$ cat config.mk
export PLATFORM = sky130hd
export DESIGN_NAME = tts_out
export DESIGN_NICKNAME = d
export VERILOG_FILES = /design/src/sv/tts_pkg.sv /design/src/sv/tts_out.sv
export SDC_FILE = /design/constraint.sdc
export NUM_CORES = 1
export LEC_CHECK = 0
export BUFFER_PORTS_ARGS = -buffer_cell sky130_fd_sc_hd__clkbuf_2
export CORE_MARGIN = 3
export CORE_UTILIZATION = 36
export CTS_BUF_LIST = sky130_fd_sc_hd__clkbuf_8
export DETAILED_ROUTE_END_ITERATION = 7
export GPL_ROUTABILITY_DRIVEN = 0
export GPL_TIMING_DRIVEN = 0
export HOLD_SLACK_MARGIN = 0.02
export PLACE_DENSITY = 0.79
export SYNTH_ARGS = -nofsm -noshare
export SYNTH_HDL_FRONTEND = slang
export SYNTH_SLANG_ARGS = --single-unit
$ cat constraint.sdc
create_clock -name clk -period 1.02 [get_ports clk]
set_input_delay 0.204 -clock clk [delete_from_list [all_inputs] [get_ports clk]]
set_output_delay 0.204 -clock clk [all_outputs]
set_load 0.02 [all_outputs]
$ cat src/sv/tts_pkg.sv
// ----------------------------------------------------------------------------
// tts_pkg
// shared types and constants of the character terminal screen buffer
// ----------------------------------------------------------------------------
`default_nettype none

package tts_pkg;

	localparam int ROW_COUNT_DEF = 24;
	localparam int COL_COUNT_DEF = 40;

	localparam int ACT_W  = 2;
	localparam int BYTE_W = 8;
	localparam int ROW_W  = 5;
	localparam int COL_W  = 6;
	localparam int CHAR_W = 7;

	// stream payload layout
	localparam int IN_FIELDS_W  = ACT_W + BYTE_W + ROW_W + COL_W;
	localparam int IN_W         = ((IN_FIELDS_W + 7) / 8) * 8;
	localparam int OUT_FIELDS_W = CHAR_W + ROW_W + COL_W + 1;
	localparam int OUT_W        = ((OUT_FIELDS_W + 7) / 8) * 8;

	localparam int IN_BYTE_LSB  = ACT_W;
	localparam int IN_ROW_LSB   = IN_BYTE_LSB + BYTE_W;
	localparam int IN_COL_LSB   = IN_ROW_LSB + ROW_W;
	localparam int OUT_ROW_LSB  = CHAR_W;
	localparam int OUT_COL_LSB  = OUT_ROW_LSB + ROW_W;
	localparam int OUT_SCR_BIT  = OUT_COL_LSB + COL_W;

	// byte codes
	localparam logic [BYTE_W-1:0] BYTE_BACK  = 8'h5F;
	localparam logic [BYTE_W-1:0] BYTE_CR    = 8'h0D;
	localparam logic [BYTE_W-1:0] BYTE_FIRST = 8'h20;
	localparam logic [BYTE_W-1:0] BYTE_LAST  = 8'h7E;

	localparam logic [CHAR_W-1:0] CHAR_SPACE = 7'h20;
	localparam logic [CHAR_W-1:0] CHAR_MARK  = 7'h5F;

	// blink phase runs 0, 1, 2
	localparam logic [1:0] PHASE_LAST = 2'd2;

	typedef enum logic [ACT_W-1:0] {
		ACT_PUT  = 2'd0,
		ACT_TICK = 2'd1,
		ACT_READ = 2'd2
	} action_t;

	typedef enum logic [2:0] {
		ST_CLEAR,
		ST_IDLE,
		ST_EXEC,
		ST_SCROLL,
		ST_MARK,
		ST_RDATA,
		ST_DONE
	} state_t;

	typedef struct packed {
		logic              scrolled;
		logic [COL_W-1:0]  cursor_col;
		logic [ROW_W-1:0]  cursor_row;
		logic [CHAR_W-1:0] cell_char;
	} res_t;

endpackage

`default_nettype wire

$ cat src/sv/tts_out.sv
// ----------------------------------------------------------------------------
// tts_out
// result holding register on the master side of the stream
// ----------------------------------------------------------------------------
`default_nettype none

module tts_out (
	input  wire logic                      clk,
	input  wire logic                      arst_n,
	input  wire logic                      load,
	input  wire tts_pkg::res_t             res,
	output logic                           free,
	output logic                           m_tvalid,
	input  wire logic                      m_tready,
	output logic      [tts_pkg::OUT_W-1:0] m_tdata
);

	logic          valid_q;
	tts_pkg::res_t res_q;

	assign free = !valid_q || m_tready;

	always_ff @(posedge clk or negedge arst_n) begin
		if (!arst_n) begin
			valid_q <= 1'b0;
		end else if (free) begin
			valid_q <= load;
		end
	end

	always_ff @(posedge clk) begin
		if (load && free) begin
			res_q <= res;
		end
	end

	assign m_tvalid = valid_q;
	assign m_tdata  = {{(tts_pkg::OUT_W - tts_pkg::OUT_FIELDS_W){1'b0}}, res_q};

endmodule

`default_nettype wire

======== Word-level counts from Yosys, hierarchy flattened ========
Cells that the tools add are included.
operators by class
  reductions and logical operators ........ 3
operators by type and width
  operator           number
  $logic_and 1x1->1  1
  $logic_not 1->1    1
  $logic_or 1x1->1   1
word-level totals
  register bits ........................... 20
  input port bits ......................... 23
  output and inout bits ................... 26
  word-level logic and storage cells ...... 8

======== Logic depth before layout (Yosys ltp) ========
  depth in word-level cells ............... 3
  depth in mapped cells ................... 2
  mapped depth without buffers ............ 2

======== Worst setup path before layout ========
Ideal clock, no wire load.
  kind .................................... reg2reg
  start point ............................. register valid_q (netlist: m_tvalid)
  end point ............................... register res_q, in the netlist m_tdata[0] (enable)
  arrival time ............................ 0.871 ns
  setup slack ............................. -0.168 ns
  stages on the path, launching flop included .. 3
  buffers on the path ..................... 0
  cells stage by stage .................... dfrtp_1 > nand2b_4 > and2_4
on the way
  longest elaborated chain between the ends .. 3
RTL lines
  item                    line           source
  start, declared         tts_out.sv:18  logic valid_q;
  start signal, assigned  tts_out.sv:27  valid_q <= load;
  $logic_not 1->1         tts_out.sv:21  assign free = !valid_q || m_tready;
  $logic_or 1x1->1        tts_out.sv:21
  net free                tts_out.sv:12  output logic free,
  $logic_and 1x1->1       tts_out.sv:32  if (load && free) begin
  end signal, assigned    tts_out.sv:33  res_q <= res;
  end, declared           tts_out.sv:19  tts_pkg::res_t res_q;
The timed path passes the listed nets, and every way through them passes these cells.
A chain may end at the register's enable or synchronous reset.

======== Worst setup path after layout ========
  start point ............................. register valid_q (netlist: m_tvalid)
  end point ............................... output free
on the way
  longest elaborated chain between the ends .. 2
RTL lines
  item              line
  $logic_not 1->1   tts_out.sv:21
  $logic_or 1x1->1  tts_out.sv:21
  end, declared     tts_out.sv:12
No other way between the ends.

==> reports/qor.txt <==
Fin. Hold Viols - 0
nets - 106
Avg Cell Area, Syn - 23.0 um^2
Buf+Inv Stages, Crit Path - 1
area occupied by multi-input gates - 56.3 um^2
critical path's largest stage delay - 420 ps
Vias per Instance - 4.01
final hold slack - 129 ps
Synth cell types - 7
Final Max Slew Viols - 0
first-pass GRT wire length - 1.86 mm
Horiz. Die Dim - 49 um
DRT iter0 DRCs - 4
Max Fclk - 925 MHz
Die Height - 49 um
H-Tree Depth - 1
Longest Clk Path Bufs - 2
Post-Syn Area - 666 um^2
Worst EP required - 820 ps
post-layout util - 62.0%
startpoint class of the critical path - register
sequential area share after synthesis - 89.5%
Final Cycle Share - 106%
CTS tree - built
leakage - 0.466 nW
Post-synth ARST share - 5.00%
outcome - finished with violations
CP Max Fanout - 4
Setup Skew - 2.02 ps
Initial Utilization - 40.9%
largest net degree at the start of global routing - 12
CTS buffer count - 3
top-count cell post-synth - edfxtp_1
Sink Count - 20
grt total ovfl - 0
core area - 1630 um^2
synth top area cells - edfxtp_1 (86%), buf_4 (5.6%), dfrtp_1 (3.8%)
critical path type - register to output pin
I/O pin cnt - 49
share of the synthesized area in the top cell type - 85.7%
commonest cells in the netlist - edfxtp_1 (19), buf_4 (5)
YS warnings - 0
All-Layer GR Usage - 10.3%
Pwr per Cell Area - 1670 nW/um^2
initial antenna violation count - 0
Avg WL per Cell - 11.0 um
ys flop type - edfxtp_1
worst setup margin - -60.8 ps
failing checks - setup timing
clk slew on worst S/H paths - 70 ps
# diodes - 0
minimum clock period - 1080 ps
Hold WC Path Type - input pin to register
final WL - 1.17 mm
crit-path cells - nand2b_4 -> buf_8
cell taking the most area after synthesis - edfxtp_1
critical path's slowest cell - dfrtp_2
Reg area - 597 um^2
Via Count - 425
Finished Layout Cells - 106
Post-synth EDFFs - 19
Max Cap Viol - 0
Post-DRT Antenna Nets - 0
# rows - 14
Synth Register Bits - 20
Worst VDD drop - 1000 uV
dpl ws - -85.6 ps
Top Family by Delay on Critical Path - flip-flops
Mapped Cells - 29
Clock Latency Late Sink - 250 ps
Worst Path Arrival - 880 ps
final setup violation count - 21
share of layout cells above drive strength 1 - 67.1%
placed cells - 100
Filler cells - 133
IO buf count - 43
DR pass1 iterations - 2
drc violations - 0
CP endpoint kind - output pin
die area - 2400 um^2
RSZ-0062 raised after global routing - true
Layout area overhead - 51.7%
number of global-route vias before repair - 448
Root Driver - clkbuf_8
==> layout by cell type, fill, tap and decap left out, drive strengths merged <==
| cell type | Yosys | final |
|---|---|---|
| and2 | 1 | 2 |
| buf | 5 | 9 |
| clkbuf | 0 | 42 |
| clkinv | 0 | 1 |
| conb | 1 | 5 |
| dfrtp | 1 | 1 |
| dlygate4sd3 | 0 | 1 |
| edfxtp | 19 | 19 |
| nand2b | 2 | 2 |
==> kinds of logic (layout without fill, tap and decap cells) <==
logic type	count (synthesis)	count (layout)	synth area share [%]
buffers and inverters	5	53	5.64
and+or+nand+nor	3	4	4.32
DFF	20	20	89.5
other	1	5	0.563
==> path summary, 6_finish.rpt <==
| kind | startpoint | end | slack (ps) | cells after the start |
|---|---|---|---|---|
| min in group asynchronous | arst_n | m_tvalid | 260 | 2 |
| worst min register to register | m_tvalid | m_tvalid | 560 | 2 |
| worst max-delay path | m_tvalid | free | -60 | 2 |
| worst max register to register | m_tvalid | m_tdata[9] | -20 | 2 |
| max in group asynchronous | arst_n | m_tvalid | 670 | 2 |
| worst min-delay path | res[2] | m_tdata[2] | 130 | 1 |
==> routing by layer <==
layer  global-route usage (%)  routed length [um]  up-vias
met5                        0                   0        -
met4                     5.69                  12        0
met3                     7.03                 220        2
met2                     15.6                 519       36
met1                     10.5                 416      184
li1                         -                   -      203
==> through the flow <==
stage	TNS [ps]	total power, mW	instance area, um^2
final	-288	1.68	1010
after CTS	-979	1.69	1000
after floorplan	-2540	1.10	682
after global routing	-1100	1.75	1010
after detailed placement	-1620	1.19	927
after global placement	-1200	1.18	927
==> state kept, by name, indices dropped and copies added (netlist names) <==
signal    count
m_tvalid      1
m_tdata      19
==> final cells by class <==
class	count	share of cell area, %
Sequential cell	20	59.1
Tap cell	24	2.97
Buffer	5	3.72
Timing Repair Buffer	44	24.2
Clock buffer	3	4.09
Multi-Input combinational cell	9	5.58
Clock inverter	1	0.372
==> timing repair <==
item | 4_1_cts | 5_1_grt
pin swaps | 1 | 2
endpoints found under the hold margin | 1 | 0
endpoints found under the setup margin | 21 | 24
hold buffers | 1 | 0
buffers inserted | 0 | 0
gates resized for setup | 3 | 7
gates cloned | 1 | 0
==> where the power goes <==
part | internal [mW] | total (mW) | leakage, nW | switching [mW]
registers | 0.954 | 0.966 | 0.191 | 0.0121
logic | 0.0941 | 0.222 | 0.252 | 0.128
clock network | 0.267 | 0.496 | 0.0231 | 0.229
No activity file was read; power rests on OpenSTA's default activity.
