[src/sv/tts_ram.sv]
// ----------------------------------------------------------------------------
// tts_ram
// generic simple dual port ram, one write port, one registered read port
// ----------------------------------------------------------------------------
`default_nettype none

module tts_ram #(
	parameter int WIDTH = 8,
	parameter int DEPTH = 16,
	localparam int ADDR_W = (DEPTH > 1) ? $clog2(DEPTH) : 1
) (
	input  wire logic              clk,
	input  wire logic              wr_en,
	input  wire logic [ADDR_W-1:0] wr_addr,
	input  wire logic [WIDTH-1:0]  wr_data,
	input  wire logic              rd_en,
	input  wire logic [ADDR_W-1:0] rd_addr,
	output logic      [WIDTH-1:0]  rd_data
);

	logic [WIDTH-1:0] mem_q [DEPTH];

	always_ff @(posedge clk) begin
		if (wr_en) begin
			mem_q[wr_addr] <= wr_data;
		end
		if (rd_en) begin
			rd_data <= mem_q[rd_addr];
		end
	end

endmodule

`default_nettype wire

[config.mk]
export PLATFORM = sky130hd
export DESIGN_NAME = tts_ram
export DESIGN_NICKNAME = d
export VERILOG_FILES = /design/src/sv/tts_ram.sv
export SDC_FILE = /design/constraint.sdc
export NUM_CORES = 1
export LEC_CHECK = 0
export BUFFER_PORTS_ARGS = -buffer_cell sky130_fd_sc_hd__buf_4
export CORE_ASPECT_RATIO = 0.7
export CORE_MARGIN = 1
export CORE_UTILIZATION = 60
export DETAILED_ROUTE_END_ITERATION = 6
export PLACE_DENSITY = 0.78
export SYNTH_ARGS = -nofsm -noshare
export SYNTH_HDL_FRONTEND = slang
export SYNTH_SLANG_ARGS = --single-unit
export TNS_END_PERCENT = 1
[constraint.sdc]
create_clock -name clk -period 3.1 [get_ports clk]
set_clock_uncertainty 0.15 [all_clocks]
set_input_delay 0.31 -clock clk [delete_from_list [all_inputs] [get_ports clk]]
set_output_delay 0.31 -clock clk [all_outputs]
set_load 0.02 [all_outputs]
== Word level (Yosys, flattened, before mapping) ==
Memory sizes are Yosys's and may differ from the RTL's. A register that Yosys moved wholly into a read port is not among the register bits.
Index checks and enable logic that the tools add are counted.
Word-level totals
  register bits after elaboration: 0
  memory bits (writable): 128
  input port bits: 19
  output and inout port bits: 8
  memories kept: 1
Memory list
  mem_q: depth 16, width 8, read ports 1, clocked after Yosys merged registers in 1, wr ports 1, RTL line 21  | logic [WIDTH-1:0] mem_q [DEPTH];
Operators by class
  mux-type cells: 2
Operators by type and width (count)
  two-way mux 1 bit: 2

== Logic depth before layout (Yosys ltp) ==
Gate-level depths: netlist of run 1.
  depth after elaboration: 2
  depth in mapped cells: 5
  depth with buffers taken out: 3

== Least setup slack after synthesis of run 1 ==
No wires, ideal clock.
  path type: input port to flip-flop
  from: in wr_addr[2]
  to: mem mem_q[0][0] (enable)
  library setup time: 0.383 ns
  arrival: 1.420 ns
  required time: 2.567 ns
  slack: 1.147 ns
  stages on the path: 2
  cell sequence: or3b_2 > nor3_1
RTL lines
  from (decl): RTL line 14  | input wire logic [ADDR_W-1:0] wr_addr,
  to (decl): RTL line 21
Straight into the memory's write port.

==> results.json, run 1 <==
{
  "cts_sinks": 136,
  "ios": 27,
  "muxShareOfSynthArea_pct": 14.8,
  "final_max_slew_viol_count": 0,
  "max-slew-margin-rel_pct": 36.9,
  "power_switching_uw": 842,
  "cp.required_ps": 3100,
  "crit_path_max_fanout": 32,
  "place_ws_ps": 838,
  "grt_pass1_vias": 2518,
  "swShare_pct": 19.1,
  "clockBufferDepth": 2,
  "synth_simple_gate_area_share_pct": 3.14,
  "final_nets": 289,
  "h-tree-depth": 4,
  "rsz0062_at_grt": "false",
  "max_cap_violations": 0,
  "diodes": 0,
  "drc_errors": 0,
  "outcome": "finished clean",
  "ys_types": 18,
  "pwr-share-clk_pct": 48.2,
  "worst_setup_path_end_kind": "flop",
  "internal_power_mw": 3.57,
  "die_h_um": 80.1,
  "clock_latency_ps": 420,
  "cts_setup_buffers": 0,
  "avgSynthCellArea_um2": 22.8,
  "die_w_um": 114,
  "drive_gt1_share_pct": 28.3,
  "antenna_found_initial": 0,
  "drtPass1Iterations": 4,
  "worst_slack_ps": 1330,
  "cts_tree": "yes",
  "seq_area_frac_synth_pct": 78.1,
  "postRouteAntennaNets": 0,
  "fin_util_pct": 73.0,
  "row_count": 28,
  "final_cells": 403,
  "syn_inst": 229,
  "fin_crit_ps": 1770,
  "arrival_ps": 1770,
  "core_mm2": 0.00844,
  "synth_compound_area_share_pct": 2.30,
  "dieArea_mm2": 0.00910,
  "grt_pass1_wl_um": 14700,
  "n_fill_cell": 483,
  "holdBufCountCts": 0,
  "yosys_register_bits": 136,
  "final_cell_mix": "136 x edfxtp_1, 32 x buf_4, 18 x mux4_2",
  "critPathKind": "in2reg",
  "viasPerCell": 6.03,
  "finalSetupTns_ps": 0,
  "synth_xor_area_share_pct": 0,
  "drtIter0Drc": 217,
  "dp.cells": 371,
  "overflow": 0,
  "vias": 2432,
  "ys_top_cells_by_area": "edfxtp_1 78%, mux4_2 7.8%, mux4_1 7.0%",
  "startpoint_type": "input port",
  "root_buffer": "clkbuf_16",
  "max_freq_mhz": 565,
  "gp_congestion": 0.707,
  "synth_fa_ha_area_share_pct": 0,
  "area_growth_pct": 17.9,
  "numCtsBuffers": 17,
  "grt_max_degree": 33,
  "period_share_pct": 57.1,
  "io_buffers": 26,
  "clkTransAtPathRegs_ps": 60,
  "synth_top_family_by_area": "multiplexers",
  "yosysTopAreaCellShare_pct": 78.1,
  "initial_core_util_pct": 61.9,
  "p_leak_nw": 2.06,
  "hpwlAfterDp_um": 6050,
  "yosysWarnings": 0,
  "synth_nets": 248,
  "syn_area_mm2": 0.00523,
  "grt_use_total_pct": 24.5,
  "p_seq_share_pct": 47.3,
  "wire_per_inst_um": 24.5,
  "p_per_area_mw_per_mm2": 716,
  "tightest_slew_ps": 943,
  "finalPower_mw": 4.41,
  "cts_resized": 0,
  "irDropWorstVdd_uv": 537,
  "p_comb_share_pct": 4.5,
  "finalSetupViolations": 0,
  "layout_commonest_cell": "edfxtp_1",
  "hold_violations": 0,
  "drt_wl_total_um": 9880,
  "synth_top_area_cell": "edfxtp_1",
  "hp-class": "in2reg"
}
state kept, by name, summed over array words and instances, names as in the netlist:
register,cells
mem_q,128
rd_data,8
metrics by stage:
step / instance area (µm²) / hold WS [ps]
global placement: 5530 / 466
floorplan: 5230 / 259
CTS: 6160 / 49.1
finish: 6160 / 56.8
detailed placement: 5530 / 485
global route: 6160 / 59.5
cell families after synthesis:
family | count (synthesis)
AO/OA/AOI/OAI | 16
buffers and inverters | 10
flip-flops | 136
multiplexers | 32
AND/OR/NAND/NOR | 35
Yosys cell counts (all sizes together):
library cell and count:
nand3b 2, buf 7, nor2b 1, or3b 1
nand3 1, nand2b 2, mux4 32, edfxtp 136
nor3 4, and2b 1, a22oi 16, and2 1
nand2 9, clkdlybuf4s25 3, nor2 13
power by group through the flow:
| stage | clock network (mW) | logic, mW | registers, mW |
|---|---|---|---|
| 6_report | 2.13 | 0.200 | 2.09 |
| 5_1_grt | 2.22 | 0.217 | 2.09 |
| 4_1_cts | 2.14 | 0.203 | 2.09 |
| 3_5_place_dp | 0 | 0.202 | 2.12 |
| 3_3_place_gp | 0 | 0.196 | 2.12 |
| 2_1_floorplan | 0 | 0.105 | 2.13 |
critical path: stages:
cell     delay, ps
buf_4          460
mux4_1         690
a22oi_1        200
nand2_1        110
layer usage:
metal | global-route usage (%) | vias to the layer above | wire length (µm) | share of wire [%]
met5 | 0 | - | 0 | 0
met4 | 8.42 | 0 | 66 | 0.67
met3 | 8.68 | 6 | 959 | 9.7
met2 | 37.3 | 111 | 4700 | 48
met1 | 33.5 | 1248 | 4150 | 42
li1 | - | 1067 | - | -
area by class of cell:
cell class                      count  area (µm²)  area share (%)
Sequential cell                   136        4080            66.2
Multi-Input combinational cell     83        1060            17.2
Clock buffer                       17         425            6.90
Timing Repair Buffer               32         240            3.90
Clock inverter                     15         208            3.37
Tap cell                          120         150            2.44
path summary, 6_finish.rpt:
kind,end,slack (ps),startpoint,cells after the start
setup / recovery,rd_data[1],1330,rd_addr[0],4
hold / removal,mem_q[9][1],60,wr_data[1],1
setup reg to reg,rd_data[7],1440,mem_q[11][7],3
hold reg to reg,rd_data[2],620,mem_q[11][2],3
No activity file was read; power rests on OpenSTA's default activity.
==> run 2, diff against run 1 <==
clock period = 1.8 ns   (was 3.1 ns; I/O delays follow)
==> run 2 against run 1 <==
- utilization grew 2.5 points
- final area grew 3.4%
- final cell count grew 6.5%
- combinational power grew 92%
- clock power grew 56%
- total power grew 66%
- wire length grew 1.1%
- global-route usage grew 0.61 points
- flip-flop and latch count is the same
- sequential share of layout area shrank 2.2 points
- critical path type is now reg2reg
==> results.json, run 2 (synthesized netlist as in run 1, its figures left out) <==
{
  "numCtsBuffers": 17,
  "crit_path_max_fanout": 1,
  "clock_latency_ps": 420,
  "max-slew-margin-rel_pct": 73.5,
  "hp-class": "in2reg",
  "period_share_pct": 95.1,
  "postRouteAntennaNets": 0,
  "grt_pass1_vias": 2580,
  "seqCellArea_mm2": 0.00408,
  "dieArea_mm2": 0.00910,
  "n_fill_cell": 449,
  "drt_wl_total_um": 9990,
  "max_cap_violations": 0,
  "cp.required_ps": 1800,
  "wire_per_inst_um": 23.3,
  "overflow": 0,
  "place_ws_ps": -97.4,
  "path_delay_family": "multiplexers",
  "clkTransAtPathRegs_ps": 60,
  "final_cells": 429,
  "clockBufferDepth": 2,
  "viasPerCell": 6.00,
  "p_leak_nw": 2.18,
  "grt_use_total_pct": 25.1,
  "rsz0062_at_grt": "false",
  "cts_resized": 0,
  "die_w_um": 114,
  "antenna_found_initial": 0,
  "final_cell_mix": "136 x edfxtp_1, 46 x buf_4, 18 x mux4_2",
  "hpwlAfterDp_um": 6250,
  "top_register": "mem_q",
  "drc_errors": 0,
  "outcome": "finished clean",
  "max_freq_mhz": 584,
  "tightest_slew_ps": 398,
  "cts_sinks": 136,
  "arrival_ps": 1720,
  "finalSetupViolations": 0,
  "p_per_area_mw_per_mm2": 1150,
  "area_growth_pct": 21.9,
  "grt_pass1_wl_um": 15200,
  "largest_reg_flops": 128,
  "hold_violations": 0,
  "startpoint_type": "flop",
  "worst_slack_ps": 88.1,
  "row_count": 28,
  "core_mm2": 0.00844,
  "layout_commonest_cell": "edfxtp_1",
  "ios": 27,
  "root_buffer": "clkbuf_16",
  "irDropWorstVdd_uv": 1020,
  "wl_met1_um": 4300,
  "critPathKind": "reg2reg",
  "met3_length_um": 910,
  "gp_congestion": 0.738,
  "final_max_slew_viol_count": 0,
  "die_h_um": 80.1,
  "holdBufCountCts": 9,
  "path_buf_inv": 0,
  "fin_util_pct": 75.5,
  "h-tree-depth": 4,
  "dr.max_layer_used": "met4",
  "cts_tree": "yes",
  "slowest_stage": "mux4_1",
  "grt_max_degree": 18,
  "io_buffers": 26,
  "dp.cells": 388,
  "vias": 2572,
  "cts_setup_buffers": 0,
  "final_nets": 315,
  "drtPass1Iterations": 5,
  "multiInputGateArea_mm2": 0.00106,
  "slowest_delay_ps": 550,
  "top_regs": "mem_q x128, rd_data x8",
  "diodes": 0,
  "drtIter0Drc": 295,
  "initial_core_util_pct": 61.9,
  "path_cells": "mux4_1 > a22oi_1 > nand2_1",
  "wl_met2_um": 4660,
  "fin_crit_ps": 1710,
  "drive_gt1_share_pct": 32.4,
  "worst_setup_path_end_kind": "flop"
}
[run 2: worst min-delay path, stage by stage]
cell    delay, ps
buf_4         120
nor3_2         50
buf_4         170
[run 2: final cells by class]
class                           count  area share [%]
Sequential cell                   136            64.1
Clock inverter                     15            2.45
Tap cell                          120            2.36
Multi-Input combinational cell     83            16.7
Timing Repair Buffer               58            7.77
Clock buffer                       17            6.67
[run 2: metrics by stage]
step	TNS, ps	power (mW)	area (µm²)	hold slack [ps]
floorplan	0	3.85	5230	129
global placement	-10.8	4.01	5700	328
detailed placement	-98.7	4.03	5700	339
CTS	0	7.35	6370	131
global route	0	7.51	6370	157
finish	0	7.31	6370	143
[run 2: power by group]
| part | internal (mW) | switching (mW) | total, mW |
|---|---|---|---|
| logic | 0.181 | 0.204 | 0.385 |
| clock network | 2.03 | 1.30 | 3.33 |
| registers | 3.57 | 0.0226 | 3.59 |
[run 2: final timing paths]
path              cells past startpoint        start  slack, ps     endpoint
setup / recovery                      3  mem_q[9][4]         90   rd_data[4]
hold / removal                        3   wr_addr[1]        140  mem_q[0][0]
setup reg to reg                      3  mem_q[9][4]         90   rd_data[4]
hold reg to reg                       3  mem_q[4][0]        610   rd_data[0]
[run 2: metal layers]
layer,up-vias,GRT usage [%]
met5,-,0
met4,0,11.7
met3,13,6.42
met2,128,36.9
met1,1316,36.1
li1,1115,-
==> run 3, diff against run 2 <==
CAP_MARGIN = 20   (was not set)
PLACE_DENSITY = not set   (was 0.78)
PLACE_DENSITY_LB_ADDON = 0.2   (was not set)
==> run 3 against run 2 <==
- worst hold slack lost 12 ps
- critical path type unchanged
- non-clock buffer count is the same
- global-route usage shrank 1.1 points
- flip-flop and latch count is the same
- maximum frequency grew 7.3%
- worst setup slack gained 120 ps
- final cell count is the same
- die area is the same
==> results.json, run 3 (synthesized netlist as in run 1, its figures left out) <==
{
  "gp_congestion": 0.752,
  "clock_latency_ps": 410,
  "initial_core_util_pct": 61.9,
  "final_nets": 315,
  "p_leak_nw": 2.19,
  "dieArea_mm2": 0.00910,
  "fin_util_pct": 75.4,
  "period_share_pct": 88.6,
  "cts_sinks": 136,
  "slowest_delay_ps": 520,
  "die_h_um": 80.1,
  "vias": 2460,
  "die_w_um": 114,
  "layout_commonest_cell": "edfxtp_1",
  "grt_pass1_vias": 2554,
  "numCtsBuffers": 17,
  "root_buffer": "clkbuf_16",
  "drt_wl_total_um": 9410,
  "drtIter0Drc": 261,
  "final_max_slew_viol_count": 0,
  "finalSetupViolations": 0,
  "irDropWorstVdd_uv": 927,
  "hpwlAfterDp_um": 5990,
  "n_fill_cell": 461,
  "diodes": 0,
  "p_comb_share_pct": 5.3,
  "largest_reg_flops": 128,
  "grt_max_degree": 20,
  "top_regs": "mem_q x128, rd_data x8",
  "postRouteAntennaNets": 0,
  "startpoint_type": "flop",
  "viasPerCell": 5.73,
  "slowest_stage": "mux4_1",
  "final_cell_mix": "136 x edfxtp_1, 45 x buf_4, 18 x mux4_2",
  "grt_pass1_wl_um": 14500,
  "swShare_pct": 20.2,
  "finalSetupTns_ps": 0,
  "p_seq_share_pct": 49.7,
  "power_switching_mw": 1.46,
  "io_buffers": 26,
  "clockBufferDepth": 2,
  "rsz0062_at_grt": "false",
  "arrival_ps": 1600,
  "critPathKind": "reg2reg",
  "crit_path_max_fanout": 1,
  "fin_crit_ps": 1600,
  "drive_gt1_share_pct": 31.4,
  "tightest_slew_ps": 749,
  "row_count": 28,
  "rrSetupSlack_ps": 200,
  "h-tree-depth": 4,
  "hold_violations": 0,
  "clkTransAtPathRegs_ps": 60,
  "ios": 27,
  "hp-class": "in2reg",
  "cts_tree": "yes",
  "area_growth_pct": 21.8,
  "path_buf_inv": 0,
  "path_cells": "mux4_1 > a22oi_1 > nand2_1",
  "wire_per_inst_um": 21.9,
  "overflow": 0,
  "max-slew-margin-rel_pct": 50.0,
  "core_mm2": 0.00844,
  "grt_use_total_pct": 24.0,
  "p_per_area_mw_per_mm2": 1140,
  "drtPass1Iterations": 4,
  "worst_setup_path_end_kind": "flop",
  "top_register": "mem_q",
  "pwr-share-clk_pct": 45.1,
  "internal_power_mw": 5.76,
  "drc_errors": 0,
  "outcome": "finished clean",
  "max_freq_mhz": 627,
  "path_delay_family": "multiplexers",
  "cp.required_ps": 1810,
  "max_cap_violations": 0,
  "antenna_found_initial": 0
}
## run 3: cell types whose count changed in the layout (fill, tap and decap cells not counted), sizes merged
cell | previous run | this run
clkinvlp | 4 | 0
clkinv | 9 | 12
inv | 0 | 1
## run 3: power groups by stage
stage / combinational, mW / sequential, mW / clock [mW]
after global placement: 0.361 / 3.65 / 0
after floorplan: 0.180 / 3.67 / 0
after CTS: 0.385 / 3.59 / 3.31
final: 0.379 / 3.59 / 3.26
after global routing: 0.410 / 3.59 / 3.44
after detailed placement: 0.368 / 3.65 / 0
## run 3: layer usage
layer	wire, µm	vias up	GRT usage [%]
met1	4090	1234	34.0
met5	0	-	0
met3	782	13	7.62
met2	4440	98	35.3
met4	107	0	9.61
li1	-	1115	-
## run 3: final timing paths
kind | start | to | cells past startpoint
setup / recovery | mem_q[9][2] | rd_data[2] | 3
hold / removal | wr_addr[0] | mem_q[0][6] | 3
setup reg to reg | mem_q[9][2] | rd_data[2] | 3
hold reg to reg | mem_q[11][4] | rd_data[4] | 3
## run 3: repair_timing
action,in CTS,in global routing
setup buffers,0,0
gates resized for setup,0,0
endpoints found under the setup margin,0,0
endpoints found under the hold margin,136,0
hold buffers,9,0
## run 3: tightest hold or removal path: stages
cell,delay [ps]
buf_4,120
nor3_2,50
buf_4,170
## run 3: per-stage QoR
step / instances / cell area, µm² / hold slack, ps / total power [mW] / setup WS, ps
2_1_floorplan: 229 / 5230 / 129 / 3.85 / 188
3_3_place_gp: 388 / 5710 / 332 / 4.01 / 9.79
3_5_place_dp: 388 / 5710 / 340 / 4.02 / 12.4
4_1_cts: 429 / 6360 / 114 / 7.28 / 196
5_1_grt: 429 / 6360 / 142 / 7.44 / 132
6_report: 429 / 6360 / 131 / 7.22 / 204
## run 3: area by class of cell
class / count / area, µm² / area share (%)
clock buffers: 17 / 425 / 6.68
clock inverters: 15 / 135 / 2.12
multi-input cells: 83 / 1060 / 16.7
flip-flops and latches: 136 / 4080 / 64.2
well taps: 120 / 150 / 2.36
repair buffers: 58 / 508 / 7.98
